### src/hw/rtl/ccc_pkg.sv
// Shared types for the circle-circle collision pipeline.
`default_nettype none
package ccc_pkg;

  localparam int unsigned SqrtSteps = 32;
  localparam int unsigned DivSteps  = 17;
  localparam logic signed [17:0] NormOne = 18'sd65536;

  typedef struct packed {
    logic signed [32:0] dx;
    logic signed [32:0] dy;
    logic signed [31:0] ax;
    logic signed [31:0] ay;
    logic [29:0]        ra;
    logic [30:0]        rsum;
    logic               hit;
    logic               coin;
  } ccc_item_t;

  typedef struct packed {
    ccc_item_t   item;
    logic [63:0] s;
    logic [33:0] rem;
    logic [31:0] root;
  } ccc_sqrt_t;

  typedef struct packed {
    ccc_item_t   item;
    logic [31:0] d;
    logic [31:0] rem_x;
    logic [31:0] rem_y;
    logic [16:0] num_x;
    logic [16:0] num_y;
    logic [16:0] q_x;
    logic [16:0] q_y;
  } ccc_div_t;

endpackage
`default_nettype wire

### src/hw/rtl/ccc_div_stage.sv
// One registered restoring-division step for both normal components.
`default_nettype none
module ccc_div_stage
  import ccc_pkg::*;
(
  input  wire logic     clk_i,
  input  wire logic     rst_ni,
  input  wire logic     en_i,
  input  wire logic     valid_i,
  input  wire ccc_div_t data_i,
  output logic          valid_o,
  output ccc_div_t      data_o
);

  logic [32:0] sh_x;
  logic [32:0] sh_y;
  logic [32:0] dv;
  ccc_div_t    data_d;
  ccc_div_t    data_q;
  logic        valid_q;

  always_comb begin
    sh_x   = {data_i.rem_x, data_i.num_x[16]};
    sh_y   = {data_i.rem_y, data_i.num_y[16]};
    dv     = {1'b0, data_i.d};
    data_d = data_i;
    data_d.num_x = {data_i.num_x[15:0], 1'b0};
    data_d.num_y = {data_i.num_y[15:0], 1'b0};
    if (sh_x >= dv) begin
      data_d.rem_x = 32'(sh_x - dv);
      data_d.q_x   = {data_i.q_x[15:0], 1'b1};
    end else begin
      data_d.rem_x = sh_x[31:0];
      data_d.q_x   = {data_i.q_x[15:0], 1'b0};
    end
    if (sh_y >= dv) begin
      data_d.rem_y = 32'(sh_y - dv);
      data_d.q_y   = {data_i.q_y[15:0], 1'b1};
    end else begin
      data_d.rem_y = sh_y[31:0];
      data_d.q_y   = {data_i.q_y[15:0], 1'b0};
    end
  end

  always_ff @(posedge clk_i or negedge rst_ni) begin
    if (!rst_ni) begin
      valid_q <= 1'b0;
    end else if (en_i) begin
      valid_q <= valid_i;
    end
  end

  always_ff @(posedge clk_i) begin
    if (en_i) begin
      data_q <= data_d;
    end
  end

  assign valid_o = valid_q;
  assign data_o  = data_q;

endmodule
`default_nettype wire

### config.mk
export PLATFORM = sky130hd
export DESIGN_NAME = ccc_div_stage
export DESIGN_NICKNAME = d
export VERILOG_FILES = /design/src/hw/rtl/ccc_pkg.sv /design/src/hw/rtl/ccc_div_stage.sv
export SDC_FILE = /design/constraint.sdc
export NUM_CORES = 1
export LEC_CHECK = 0
export BUFFER_PORTS_ARGS = -buffer_cell sky130_fd_sc_hd__buf_4
export CORE_AREA = 2 2 283 285
export CTS_CLUSTER_SIZE = 16
export DETAILED_ROUTE_END_ITERATION = 7
export DIE_AREA = 0 0 285 287
export HOLD_SLACK_MARGIN = 0.15
export SYNTH_ARGS = -nofsm -noshare
export SYNTH_HDL_FRONTEND = slang
export SYNTH_SLANG_ARGS = --single-unit
### constraint.sdc
create_clock -name clk_i -period 1.4 [get_ports clk_i]
set_input_delay 0.21 -clock clk_i [delete_from_list [all_inputs] [get_ports clk_i]]
set_output_delay 0.21 -clock clk_i [all_outputs]
set_load 0.03 [all_outputs]
==> flow_summary_export.csv <==
group,metric,value,unit
synthesis,synth_top_area_frac,0.691,
worst_hold_path,min_path_type,"in -> reg",
timing,relSlewSlack,0.573,
timing,clock_skew,0,ps
placement,port_buffers,714,
run,drv_cap,0,
worst_setup_path,critPathLaunchType,"primary input",
timing,final-setup-viol-count,109,
power_and_ir_drop,peakVddDrop,0.958,mV
worst_setup_path,criticalPathCategory,"in -> reg",
cts,cts.sink_count,356,
layout,layout.cells.non_filler,3628,
timing,clock.fmax,412,MHz
detailed_routing,drt-vias-per-instance,4.34,
global_route,grt_first_pass_wirelength,123000,µm
timing,drv_slew,0,
detailed_routing,totalWireLength,90900,µm
layout,area_growth,114,%
cts,cts_buffers,47,
cts,htreeDepth,2,
cts,cts_root_buf,"clkbuf_16",
worst_setup_path,crit_top_cell,"buf_12",
synthesis,synth_cell_type_count,74,
synthesis,synth_compound_area_frac,0.113,
power_and_ir_drop,p_leak,13.9,nW
worst_setup_path,max_stage_delay,440,ps
global_route,grt_max_degree,37,
detailed_routing,post_drt_wl_per_cell,25.1,µm
synthesis,ys_top_cells_by_area,"edfxtp_1 (69%), ha_1 (5.2%), a21oi_1 (2.6%)",
floorplan,die_w,285,µm
worst_setup_path,critPathMaxFanout,7,
detailed_routing,drt_first_iter_violations,856,
run_status,status,"complete, but fails checks",
worst_setup_path,required,1730,ps
synthesis,synth_ff_type,"edfxtp_1",
synthesis,synth_largest_area_cell,"edfxtp_1",
synthesis,synth-simple-area-share,0.0846,
timing,rsz0062_at_grt,"yes",
synthesis,syn-cell-area,15400,µm²
worst_setup_path,cp_top_family,"simple AND/OR/NAND/NOR gates",
global_route,antenna_found_initial,16,
synthesis,synth_cells,1102,
cts,clk_latency,590,ps
layout,nets,2962,
placement,dp.final_hpwl,68900,µm
timing,timing.hold.ws,226,ps
floorplan,die_area,81800,µm²
global_route,grt_pass1_vias,16483,
synthesis,yosys_warnings,0,
detailed_routing,dr_total_vias,15755,
synthesis,async_flop_share,0.00281,
synthesis,synth-edff-count,355,
synthesis,muxShareOfSynthArea,0.00276,
layout,drive_above_1_share,0.540,
cts,cts_buffer_depth,3,
synthesis,syn_avg_cell_area,14.0,µm²
synthesis,synth_most_common_cell,"edfxtp_1",
timing,setup_ws,-1020,ps
timing,tightest_slew,634,ps
worst_setup_path,arrival,2760,ps
run_status,violations,"setup timing",
power_and_ir_drop,p_per_area,1140,nW/µm²
worst_setup_path,crit_chain,"buf_8, inv_4, ha_4, nand4_1, nor4_4, a221o_1, a21o_1, a311o_1, nor2_4, buf_12, buf_12, buf_12, nor4_4, a211oi_2",
synthesis,synth_top_family_by_area,"compound AO/OA/AOI/OAI gates",
worst_setup_path,cp.buffers_inverters,5,
synthesis,synth_fa_ha_area_frac,0.0545,
floorplan,num_rows,103,
cts,cts_tree,"yes",
timing,hold_violations,0,
floorplan,start_util,0.196,
worst_setup_path,critPathCaptureType,"flop",
synthesis,synth_xor_area_frac,0.0255,
placement,place_congestion,0.947,
detailed_routing,ant_nets,0,
timing,period_minus_slack,2420,ps
floorplan,coreArea,78600,µm²
placement,placed_cells,3126,
detailed_routing,dr.pass1.iters,5,
global_route,grt.overflow.total,0,
floorplan,die_y,287,µm
synthesis,ys_ff_latch,356,
timing,fin_crit_sh,1.73,
cts,path_clk_slew,60,ps
detailed_routing,drc,0,
floorplan,ioPinCount,719,
global_route,grt_usage,0.210,
synthesis,ys_seq_area_frac,0.693,
worst_setup_path,crit_slowest_cell,"nor4_4",
synthesis,synth_common_cells,"edfxtp_1 (355), a21oi_1 (80), nand2_1 (77), nor2_1 (69), ha_1 (64)",
state kept, by name (all words and copies together), names as in the netlist:
name,count
valid_o,1
data_o,355
routing by layer:
layer  up-vias  GRT usage  part of all wire
met5         -          0           0.00078
met1      7832      0.231              0.36
met3       160     0.0477             0.066
li1       7069          -                 -
met2       682      0.390              0.52
met4        12     0.0847             0.051
logic make-up (layout without fill, tap and decap cells):
| kind of cell | after synthesis | in the layout |
|---|---|---|
| AOI/OAI and AO/OA | 268 | 268 |
| xor gates and xnor gates | 45 | 45 |
| adders and majority gates | 66 | 66 |
| buffers and inverters | 96 | 1566 |
| DFF | 356 | 356 |
| muxes | 4 | 4 |
| other | 1 | 7 |
| and+or+nand+nor | 266 | 266 |
worst paths after layout:
kind,cells past startpoint,slack (ps),start,endpoint
worst min register to register,2,650,valid_o$_DFFE_PN0P_,valid_o$_DFFE_PN0P_
worst min-delay path,4,230,data_i[132],data_o[68]$_DFFE_PP_
worst max-delay path,14,-1020,data_i[152],data_o[130]$_DFFE_PP_
min in group asynchronous,3,490,rst_ni,valid_o$_DFFE_PN0P_
worst max register to register,2,500,valid_o$_DFFE_PN0P_,valid_o$_DFFE_PN0P_
max in group asynchronous,3,800,rst_ni,valid_o$_DFFE_PN0P_
cell type report:
class                      count  area, µm²
fill                        7134      45700
clock inverter                35        430
multi-input combinational    651       5800
sequential                   356      10700
antenna                        5       12.5
clock buffer                  52       1220
timing repair buffer        1423      13200
tap                         1050       1310
inverter                      55        309
timing repair inverter         1       8.76
repair_timing:
| action | CTS | global route |
|---|---|---|
| cloned | 4 | 2 |
| gates resized for setup | 472 | 194 |
| endpoints found under the setup margin | 278 | 312 |
| pin swaps | 72 | 69 |
| hold endpoints to repair | 428 | 0 |
| hold buffers | 358 | 0 |
| setup buffers | 49 | 12 |
worst reg2reg max path, stage by stage (launching register included):
cell and delay [ps]:
dfrtp_1 400, buf_4 140, mux2_2 260
cells in the final DEF, fill, tap and decap left out, types with 7 or more instances in the layout:
| master | count |
|---|---|
| nor2_4 | 13 |
| nand2_1 | 52 |
| a21oi_2 | 11 |
| o21ai_0 | 24 |
| ha_1 | 26 |
| dlygate4sd3_1 | 358 |
| buf_8 | 11 |
| nand2b_1 | 9 |
| nor3_1 | 8 |
| nor2_1 | 44 |
| edfxtp_1 | 355 |
| clkbuf_16 | 49 |
| nand2_2 | 12 |
| nand2_4 | 12 |
| inv_2 | 8 |
| xnor2_1 | 22 |
| ha_4 | 38 |
| nand4_1 | 15 |
| nand3_1 | 21 |
| inv_1 | 27 |
| buf_12 | 22 |
| o21bai_1 | 14 |
| a21oi_1 | 68 |
| nor2_2 | 13 |
| o21ai_2 | 25 |
| a211oi_2 | 8 |
| inv_4 | 11 |
| xor2_1 | 21 |
| a21o_1 | 29 |
| o21ai_1 | 8 |
| bufinv_16 | 7 |
| buf_4 | 719 |
| buf_6 | 309 |
| and3_1 | 7 |
metrics by stage:
step | setup TNS [ps] | utilization | worst slack (ps) | power [mW] | cell area, µm²
final | -55650 | 0.419 | -1020 | 37.6 | 33000
after global placement | -101070 | 0.312 | -1650 | 22.2 | 24500
after CTS | -50790 | 0.408 | -826 | 37.4 | 32100
after global routing | -61610 | 0.419 | -1000 | 38.9 | 32900
after detailed placement | -103200 | 0.312 | -1680 | 22.2 | 24500
after floorplan | -71100 | - | -1170 | 17.4 | 15700
report_power, final:
group	internal, mW	switching (mW)	total [mW]
clock	7.66	5.20	12.9
sequential	12.9	0.581	13.5
combinational	5.35	5.89	11.2
total	26.0	11.7	37.6
Note: power is estimated with default switching activity, not from simulation.
