===== config.mk =====
export PLATFORM = sky130hd
export DESIGN_NAME = ccc_sqrt_stage
export DESIGN_NICKNAME = d
export VERILOG_FILES = /design/src/hw/rtl/ccc_pkg.sv /design/src/hw/rtl/ccc_sqrt_stage.sv
export SDC_FILE = /design/constraint.sdc
export NUM_CORES = 1
export LEC_CHECK = 0
export ABC_CLOCK_PERIOD_IN_PS = 1100
export BUFFER_PORTS_ARGS = -buffer_cell sky130_fd_sc_hd__buf_2
export CORE_AREA = 2 2 252 254
export DETAILED_ROUTE_END_ITERATION = 12
export DIE_AREA = 0 0 254 256
export PLACE_DENSITY = 0.52
export SLEW_MARGIN = 10
export SYNTH_ARGS = -nofsm -noshare
export SYNTH_HDL_FRONTEND = slang
export SYNTH_SLANG_ARGS = --single-unit

===== constraint.sdc =====
create_clock -name clk_i -period 1.1 [get_ports clk_i]
set_input_delay 0.22 -clock clk_i [delete_from_list [all_inputs] [get_ports clk_i]]
set_output_delay 0.22 -clock clk_i [all_outputs]
set_load 0.01 [all_outputs]

===== src/hw/rtl/ccc_pkg.sv =====
// Shared types for the circle-circle collision pipeline.
`default_nettype none
package ccc_pkg;

  localparam int unsigned SqrtSteps = 32;
  localparam int unsigned DivSteps  = 17;
  localparam logic signed [17:0] NormOne = 18'sd65536;

  typedef struct packed {
    logic signed [32:0] dx;
    logic signed [32:0] dy;
    logic signed [31:0] ax;
    logic signed [31:0] ay;
    logic [29:0]        ra;
    logic [30:0]        rsum;
    logic               hit;
    logic               coin;
  } ccc_item_t;

  typedef struct packed {
    ccc_item_t   item;
    logic [63:0] s;
    logic [33:0] rem;
    logic [31:0] root;
  } ccc_sqrt_t;

  typedef struct packed {
    ccc_item_t   item;
    logic [31:0] d;
    logic [31:0] rem_x;
    logic [31:0] rem_y;
    logic [16:0] num_x;
    logic [16:0] num_y;
    logic [16:0] q_x;
    logic [16:0] q_y;
  } ccc_div_t;

endpackage
`default_nettype wire


===== src/hw/rtl/ccc_sqrt_stage.sv =====
// One registered step of the digit-by-digit square root.
`default_nettype none
module ccc_sqrt_stage
  import ccc_pkg::*;
(
  input  wire logic      clk_i,
  input  wire logic      rst_ni,
  input  wire logic      en_i,
  input  wire logic      valid_i,
  input  wire ccc_sqrt_t data_i,
  output logic           valid_o,
  output ccc_sqrt_t      data_o
);

  logic [35:0] rem_sh;
  logic [35:0] trial;
  ccc_sqrt_t   data_d;
  ccc_sqrt_t   data_q;
  logic        valid_q;

  always_comb begin
    rem_sh = {data_i.rem, data_i.s[63:62]};
    trial  = {2'b00, data_i.root, 2'b01};
    data_d = data_i;
    data_d.s = {data_i.s[61:0], 2'b00};
    if (rem_sh >= trial) begin
      data_d.rem  = 34'(rem_sh - trial);
      data_d.root = {data_i.root[30:0], 1'b1};
    end else begin
      data_d.rem  = rem_sh[33:0];
      data_d.root = {data_i.root[30:0], 1'b0};
    end
  end

  always_ff @(posedge clk_i or negedge rst_ni) begin
    if (!rst_ni) begin
      valid_q <= 1'b0;
    end else if (en_i) begin
      valid_q <= valid_i;
    end
  end

  always_ff @(posedge clk_i) begin
    if (en_i) begin
      data_q <= data_d;
    end
  end

  assign valid_o = valid_q;
  assign data_o  = data_q;

endmodule
`default_nettype wire


==> summary.md, run 1 <==
| Metric | Value |
|---|---|
| Clk_skew | 0 ps |
| P_leak | 9.87 nW |
| Syn avg cell area | around 17 um2 |
| Combinational fraction of design power | 20.6% |
| Synth Instances | 702 |
| I/O pins | 651 |
| Hold Crit Class | primary input to flip-flop |
| Fin. max-slew vios | 0 |
| Remaining DRCs | 0 |
| Die area | 65000 um2 |
| Fin. Hold Viols | 0 |
| Die Y | 256 um |
| Clock Tree Root | clkbuf_16 |
| CTS tree | built |
| Starting density of the core | 19.5% |
| Net Sw Power | 8.87 mW |
| DP Worst Slack | -1730 ps |
| CP peak stage delay | 350 ps |
| Die Wd | between 200 and 300 um |
| Clock Path Buffers | 3 |
| Critical path class | primary input to flip-flop |
| Core Region | between 60000 and 70000 um2 |
| Critical path peak fanout | 7 |
| EDFF count, synth | 321 |
| Setup crit end kind | flip-flop |
| Status | complete, but fails checks |
| Fin crit period | 2050 ps |
| CP Launch Type | primary input |
| Maximum vdd drop | 0.767 mV |
| WL/cell | 20.1 um |
| Vias post-DR | 10800 |
| Netlist Area Pre-Place | 12100 um2 |
| Clock-pin transition on the worst setup and hold timing paths | 70 ps |
| P_int | 24.9 mW |
| Layout Nets | 2207 |
| Violated checks | setup timing |
| Area growth, synth to finish | 91.5% |
| Max cap viols | 0 |
| CP top delay family | compound AO/OA/AOI/OAI gates |
| Clock power frac | 34.4% |
| GR Overflow Total | 0 |
| Crit-path cells | buf_4 > ha_4 > nand4_1 > nor4_4 > nand2_1 > o311ai_4 > a211oi_4 > o21a_4 > buf_12 > o41ai_2 |
| Clk_lat worst skew | roughly 540 ps |
| Dpl hpwl | about 40000 um |
| DRT iter0 DRCs | between 600 and 700 |
| GRT Overall Usage | 15.8% |
| WP buf/inv | 2 |
| Filler Cells Inserted | 6013 |
| Sequential-to-total area share from yosys stat | 79.6% |
| CTS H-tree lvls | 2 |
| PwrDens | 1450 nW/um2 |
| RSZ-0062 raised after global routing | true |
| Antenna Nets Post-Route | 0 |
| Vias per cell | 3.97 |
| Post-synth ARST share | 0.311% |
| Crit path DAT | ~2400 ps |
| Final period utilization | 187% |
| Top_reg_cell synth | edfxtp_1 |
| Worst Slack Setup Final | -954 ps |
| I/O Buffers | 648 |
| CTS Sinks | 322 |
| Sequential share of power | 45.0% |
| Post-Route WL | between 50000 and 60000 um |
| Net Sw Frac | 26.3% |
| Antenna violations before repair | 7 |
| Cts bufs inserted | 37 |
| CP max stage cell | nor4_4 |
| Num rows | 92 |
| Drt first pass iters | 5 |
| Post-synthesis cell type count | 64 |
| Ys Warns | 0 |
| Final setup vio count | 357 |
| Max Fclk | 0.487 GHz |
| Vias in the first global route | between 10000 and 15000 |
| Post-synthesis register bit count | 322 |
| RD Place Congestion | around 0.89 |
| Layout cells sized above 1 | 51.8% |
| First-pass GRT wire length | 75600 um |
| Largest net degree at the start of global routing | 47 |
| Final core utilization | around 37% |
| Worst path required time | 1460 ps |
## state kept, by name, summed over array words and instances, names as in the netlist
| name | cells |
|---|---|
| data_o | 321 |
| valid_o | 1 |
## path summary, 6_finish.rpt
check / to / cells past startpoint / start / slack [ps]
max: data_o[65]$_DFFE_PP_ / 10 / data_i[33] / -950
min: data_o[43]$_DFFE_PP_ / 3 / data_i[41] / 20
max reg2reg: valid_o$_DFFE_PN0P_ / 1 / valid_o$_DFFE_PN0P_ / 350
min reg2reg: valid_o$_DFFE_PN0P_ / 1 / valid_o$_DFFE_PN0P_ / 520
max in group asynchronous: valid_o$_DFFE_PN0P_ / 3 / rst_ni / 490
min in group asynchronous: valid_o$_DFFE_PN0P_ / 3 / rst_ni / 510
## synth_stat cells, types with 3 or more instances
master	n	area, um2
a21o_1	19	143
a21oi_1	28	140
a31oi_1	4	25.0
and2_1	3	18.8
and3_2	3	22.5
buf_2	6	30.0
clkbuf_1	4	15.0
edfxtp_1	321	9640
ha_1	34	425
inv_1	42	158
mux2i_1	4	40.0
nand2_1	58	218
nand2b_1	5	31.3
nand3_1	6	30.0
nand4_1	6	37.5
nor2_1	18	67.6
nor3_1	10	50.1
o21a_1	3	22.5
o21ai_0	41	205
o21ai_1	4	20.0
o31ai_1	4	30.0
o41ai_2	3	48.8
xnor2_1	14	123
xor2_1	13	114
## stage by stage
stage	setup TNS (ps)	power, mW	hold WS (ps)	instance area, um2	cells
global route	-110920	35.1	5.50	23300	2720
detailed placement	-57270	20.6	-2.95	17900	2310
finish	-91290	33.8	22.6	23300	2721
global placement	-56330	20.6	-5.18	17900	2310
floorplan	-36570	17.4	-75.6	12600	703
CTS	-102080	33.9	1.22	22800	2705
## layout make-up
class | instances | area (um2) | area share [%]
inverter | 43 | 196 | 0.844
clock inverter | 21 | 158 | 0.678
clock buffer | 44 | 952 | 4.09
multi-input combinational | 323 | 2860 | 12.3
sequential | 322 | 9660 | 41.5
timing repair buffer | 1119 | 8370 | 36.0
tap | 846 | 1060 | 4.55
antenna | 3 | 7.51 | 0.0323
## metal layers
layer / GRT usage, % / share of wire, % / vias to the layer above
met2: 29.2 / 52 / 422
met4: 5.75 / 3.7 / 10
met1: 17.0 / 36 / 5316
met5: 0 / 0.091 / -
li1: - / - / 4969
met3: 4.33 / 7.6 / 93
## power groups by stage
stage	Clock [mW]	Sequential, mW	Combinational, mW
after floorplan	0	15.9	1.49
after global placement	0	15.3	5.27
after detailed placement	0	15.3	5.31
after CTS	12.0	15.2	6.74
after global routing	12.4	15.3	7.43
final	11.6	15.2	6.97
## placed cells by master (no fill, tap or decap), drive strengths merged, types with 6 or more instances in the layout
| cell type | instances |
|---|---|
| ha | 34 |
| clkbuf | 47 |
| nor2 | 18 |
| buf | 810 |
| a21oi | 28 |
| a21o | 20 |
| dlygate4sd3 | 306 |
| nand4 | 7 |
| xnor2 | 14 |
| o21ai | 46 |
| nand3 | 6 |
| xor2 | 13 |
| nand2 | 58 |
| clkinv | 17 |
| inv | 44 |
| edfxtp | 321 |
| nor3 | 10 |
## cell families after synthesis
family	Yosys count	synth area share, %
fa+ha+maj	34	3.50
other cells	1	0.0309
buf+inv	59	2.12
xor+xnor	27	1.95
simple gates	120	4.61
flops	322	79.6
compound gates	133	7.67
mux	6	0.546
## tightest hold or removal path, delay by kind of cell
family | cells | cell delay, ps
buffers and inverters | 1 | 100
AO/OA/AOI/OAI | 1 | 70
AND/OR/NAND/NOR | 1 | 50
## repair_timing
item / in CTS / in global routing
buffers inserted: 24 / 11
pin swaps: 33 / 41
hold endpoints to repair: 304 / 1
hold buffers: 305 / 1
cloned: 2 / 3
resized for setup: 155 / 81
setup endpoints to repair: 357 / 357
Note: power is estimated with default switching activity, not from simulation.
==> run 2: changes to the inputs <==
--- a/config.mk
+++ b/config.mk
@@ -11,6 +11,7 @@
 export DETAILED_ROUTE_END_ITERATION = 12
 export DIE_AREA = 0 0 254 256
 export PLACE_DENSITY = 0.52
+export SETUP_SLACK_MARGIN = 0.1
 export SLEW_MARGIN = 10
 export SYNTH_ARGS = -nofsm -noshare
 export SYNTH_HDL_FRONTEND = slang
==> run 2 against run 1 <==
The flow still finishes with violations (setup timing). Wire length is 1.5% lower. Cell count is 0.22% lower. Register-to-register slack hardly changed. Combinational power is 1% lower. Clock power hardly changed. Via count is 0.77% lower. Power is 0.28% lower. Die area stayed put. Clock skew stayed put. Design area is 0.38% lower. Core utilization is 0.14 points lower. Critical path type unchanged. Critical endpoint unchanged.
==> summary.md, run 2 (synthesis results as in run 1) <==
| Metric | Value |
|---|---|
| Cts bufs inserted | 37 |
| CTS H-tree lvls | 2 |
| RSZ-0062 raised after global routing | true |
| Clk_skew | 0 ps |
| Starting density of the core | 19.5% |
| Filler Cells Inserted | ~6000 |
| Num rows | 92 |
| Met3 Use GR | ~4.3% |
| WL/cell | between 15 and 20 um |
| Max cap viols | 0 |
| Crit path DAT | between 2000 and 2500 ps |
| CP Launch Type | primary input |
| Status | complete, but fails checks |
| Fin. Hold Viols | 0 |
| Critical path peak fanout | 6 |
| Drt first pass iters | 4 |
| Layout Nets | 2202 |
| PwrDens | 1450 nW/um2 |
| Largest net degree at the start of global routing | 47 |
| Remaining DRCs | 0 |
| Crit-path cells | buf_8 > inv_4 > ha_4 > buf_4 > and3_2 > o2111ai_2 > a2111oi_4 > o41ai_4 > buf_6 > and4b_1 > o41ai_2 |
| Die area | ~65000 um2 |
| First-pass GRT wire length | 75700 um |
| Vias post-DR | 10700 |
| Max Fclk | roughly 0.50 GHz |
| Clock Tree Root | clkbuf_16 |
| Critical path class | primary input to flip-flop |
| Worst Slack Setup Final | -916 ps |
| Maximum vdd drop | between 0.7 and 0.8 mV |
| Clock Path Buffers | 3 |
| Reg2Reg Depth | 1 |
| Die Wd | 254 um |
| GR peak layer | met2 |
| Post-Route WL | 53800 um |
| Final period utilization | 183% |
| Most frequent cells in the layout | 560 x buf_2, 321 x edfxtp_1, 308 x dlygate4sd3_1 |
| Commonest non-fill, non-tap cell in the layout | buf_2 |
| Finished Cell Area | 23200 um2 |
| Hold Crit Class | primary input to flip-flop |
| Layout cells sized above 1 | 51.8% |
| GR Overflow Total | 0 |
| Antenna Nets Post-Route | 0 |
| Hold_sp | data_i[61] |
| CTS Sinks | ~320 |
| Vias in the first global route | 11500 |
| Dpl cell area | 17900 um2 |
| Vias per cell | 3.95 |
| GRT Overall Usage | between 15 and 20% |
| Fin crit period | 2020 ps |
| Fin. max-slew vios | 0 |
| Die Y | between 200 and 300 um |
| Worst path required time | about 1500 ps |
| Violated checks | setup timing |
| Setup crit end kind | flip-flop |
| CTS tree | built |
| Reg2reg end | valid_o$_DFFE_PN0P_ |
| Antenna violations before repair | 8 |
| Core Region | 62400 um2 |
| CP max stage cell | a2111oi_4 |
| Reg2reg setup slack | 350 ps |
| Area growth, synth to finish | 90.8% |
| Dpl hpwl | 40400 um |
| Final setup vio count | 357 |
| Clock-pin transition on the worst setup and hold timing paths | 70 ps |
| DRT iter0 DRCs | 618 |
| Max reg flops | 321 |
| Met2 usage | 29.3% |
| RD Place Congestion | 0.894 |
| CP peak stage delay | 480 ps |
| Worst r2r src | valid_o$_DFFE_PN0P_ |
| DP Worst Slack | -1730 ps |
| WHS Endpoint | data_o[63]$_DFFE_PP_ |
| I/O pins | between 600 and 700 |
| P_leak | 9.82 nW |
| Clk_lat worst skew | 540 ps |
| I/O Buffers | 648 |
| Global-route track usage on met1 | 17.1% |
| Worst Hold Depth | 4 |
==> run 2: cell types whose count changed in the layout (fill, tap and decap cells not counted), moves of 2 or more <==
cell | previous run | this run
nor2_2 | 3 | 5
clkbuf_16 | 39 | 37
and2_4 | 3 | 1
dlygate4sd3_1 | 306 | 308
o21ai_1 | 22 | 19
nor2_1 | 14 | 12
a21oi_2 | 4 | 7
a21oi_1 | 22 | 20
o21ai_0 | 10 | 12
buf_4 | 146 | 143
==> run 2: where the power goes <==
group | switching, mW | total, mW | leakage [nW] | internal [mW]
registers | 0.415 | 15.2 | 3.15 | 14.8
clock network | 5.15 | 11.6 | 0.535 | 6.46
logic | 3.25 | 6.88 | 6.13 | 3.63
==> run 2: worst max-delay path by stage <==
stage	startpoint	to	slack, ps	depth (start not counted)
final	data_i[9]	data_o[65]$_DFFE_PP_	-920	11
after global placement	data_i[0]	data_o[65]$_DFFE_PP_	-1680	11
after CTS	data_i[15]	data_o[59]$_DFFE_PP_	-890	11
after detailed placement	data_i[0]	data_o[65]$_DFFE_PP_	-1730	11
after floorplan	data_i[41]	data_o[59]$_DFFE_PP_	-1200	9
after global routing	data_i[0]	data_o[59]$_DFFE_PP_	-990	11
==> run 2: area by class of cell <==
type / instances / area (um2) / area share (%)
timing repair buffer: 1115 / 8310 / 35.8
antenna: 2 / 5.00 / 0.0216
multi-input combinational: 322 / 2830 / 12.2
clock buffer: 44 / 952 / 4.11
inverter: 43 / 196 / 0.848
tap: 846 / 1060 / 4.57
clock inverter: 21 / 158 / 0.680
sequential: 322 / 9660 / 41.7
==> run 2: critical path, delay by kind of cell <==
kind / cells / cell delay, ps
buffers and inverters: 4 / 390
adder cells (fa/ha/maj): 1 / 290
AO/OA/AOI/OAI: 4 / 1060
AND/OR/NAND/NOR: 2 / 410
==> run 2: metrics by stage <==
stage                     utilization [%]  TNS, ps  power [mW]  hold slack [ps]  cells
after global placement               28.6   -56330        20.6            -5.18   2310
final                                37.1   -88930        33.7             69.4   2715
after floorplan                         -   -36570        17.4            -75.6    703
after global routing                 37.1  -109520        35.1             52.2   2715
after detailed placement             28.6   -57270        20.6            -2.95   2310
after CTS                            36.7  -102060        33.9             20.2   2706
==> run 2: routing by layer <==
layer	wire (um)	vias to the layer above
li1	-	4958
met1	19700	5258
met2	28000	416
met3	4120	85
met4	1920	10
met5	60	-
==> run 2: what timing repair did <==
action,in CTS,in global routing
hold buffers,308,0
gates resized for setup,179,51
setup endpoints to repair,357,357
cloned,2,0
endpoints found under the hold margin,307,0
setup buffers,21,7
pin swaps,37,23
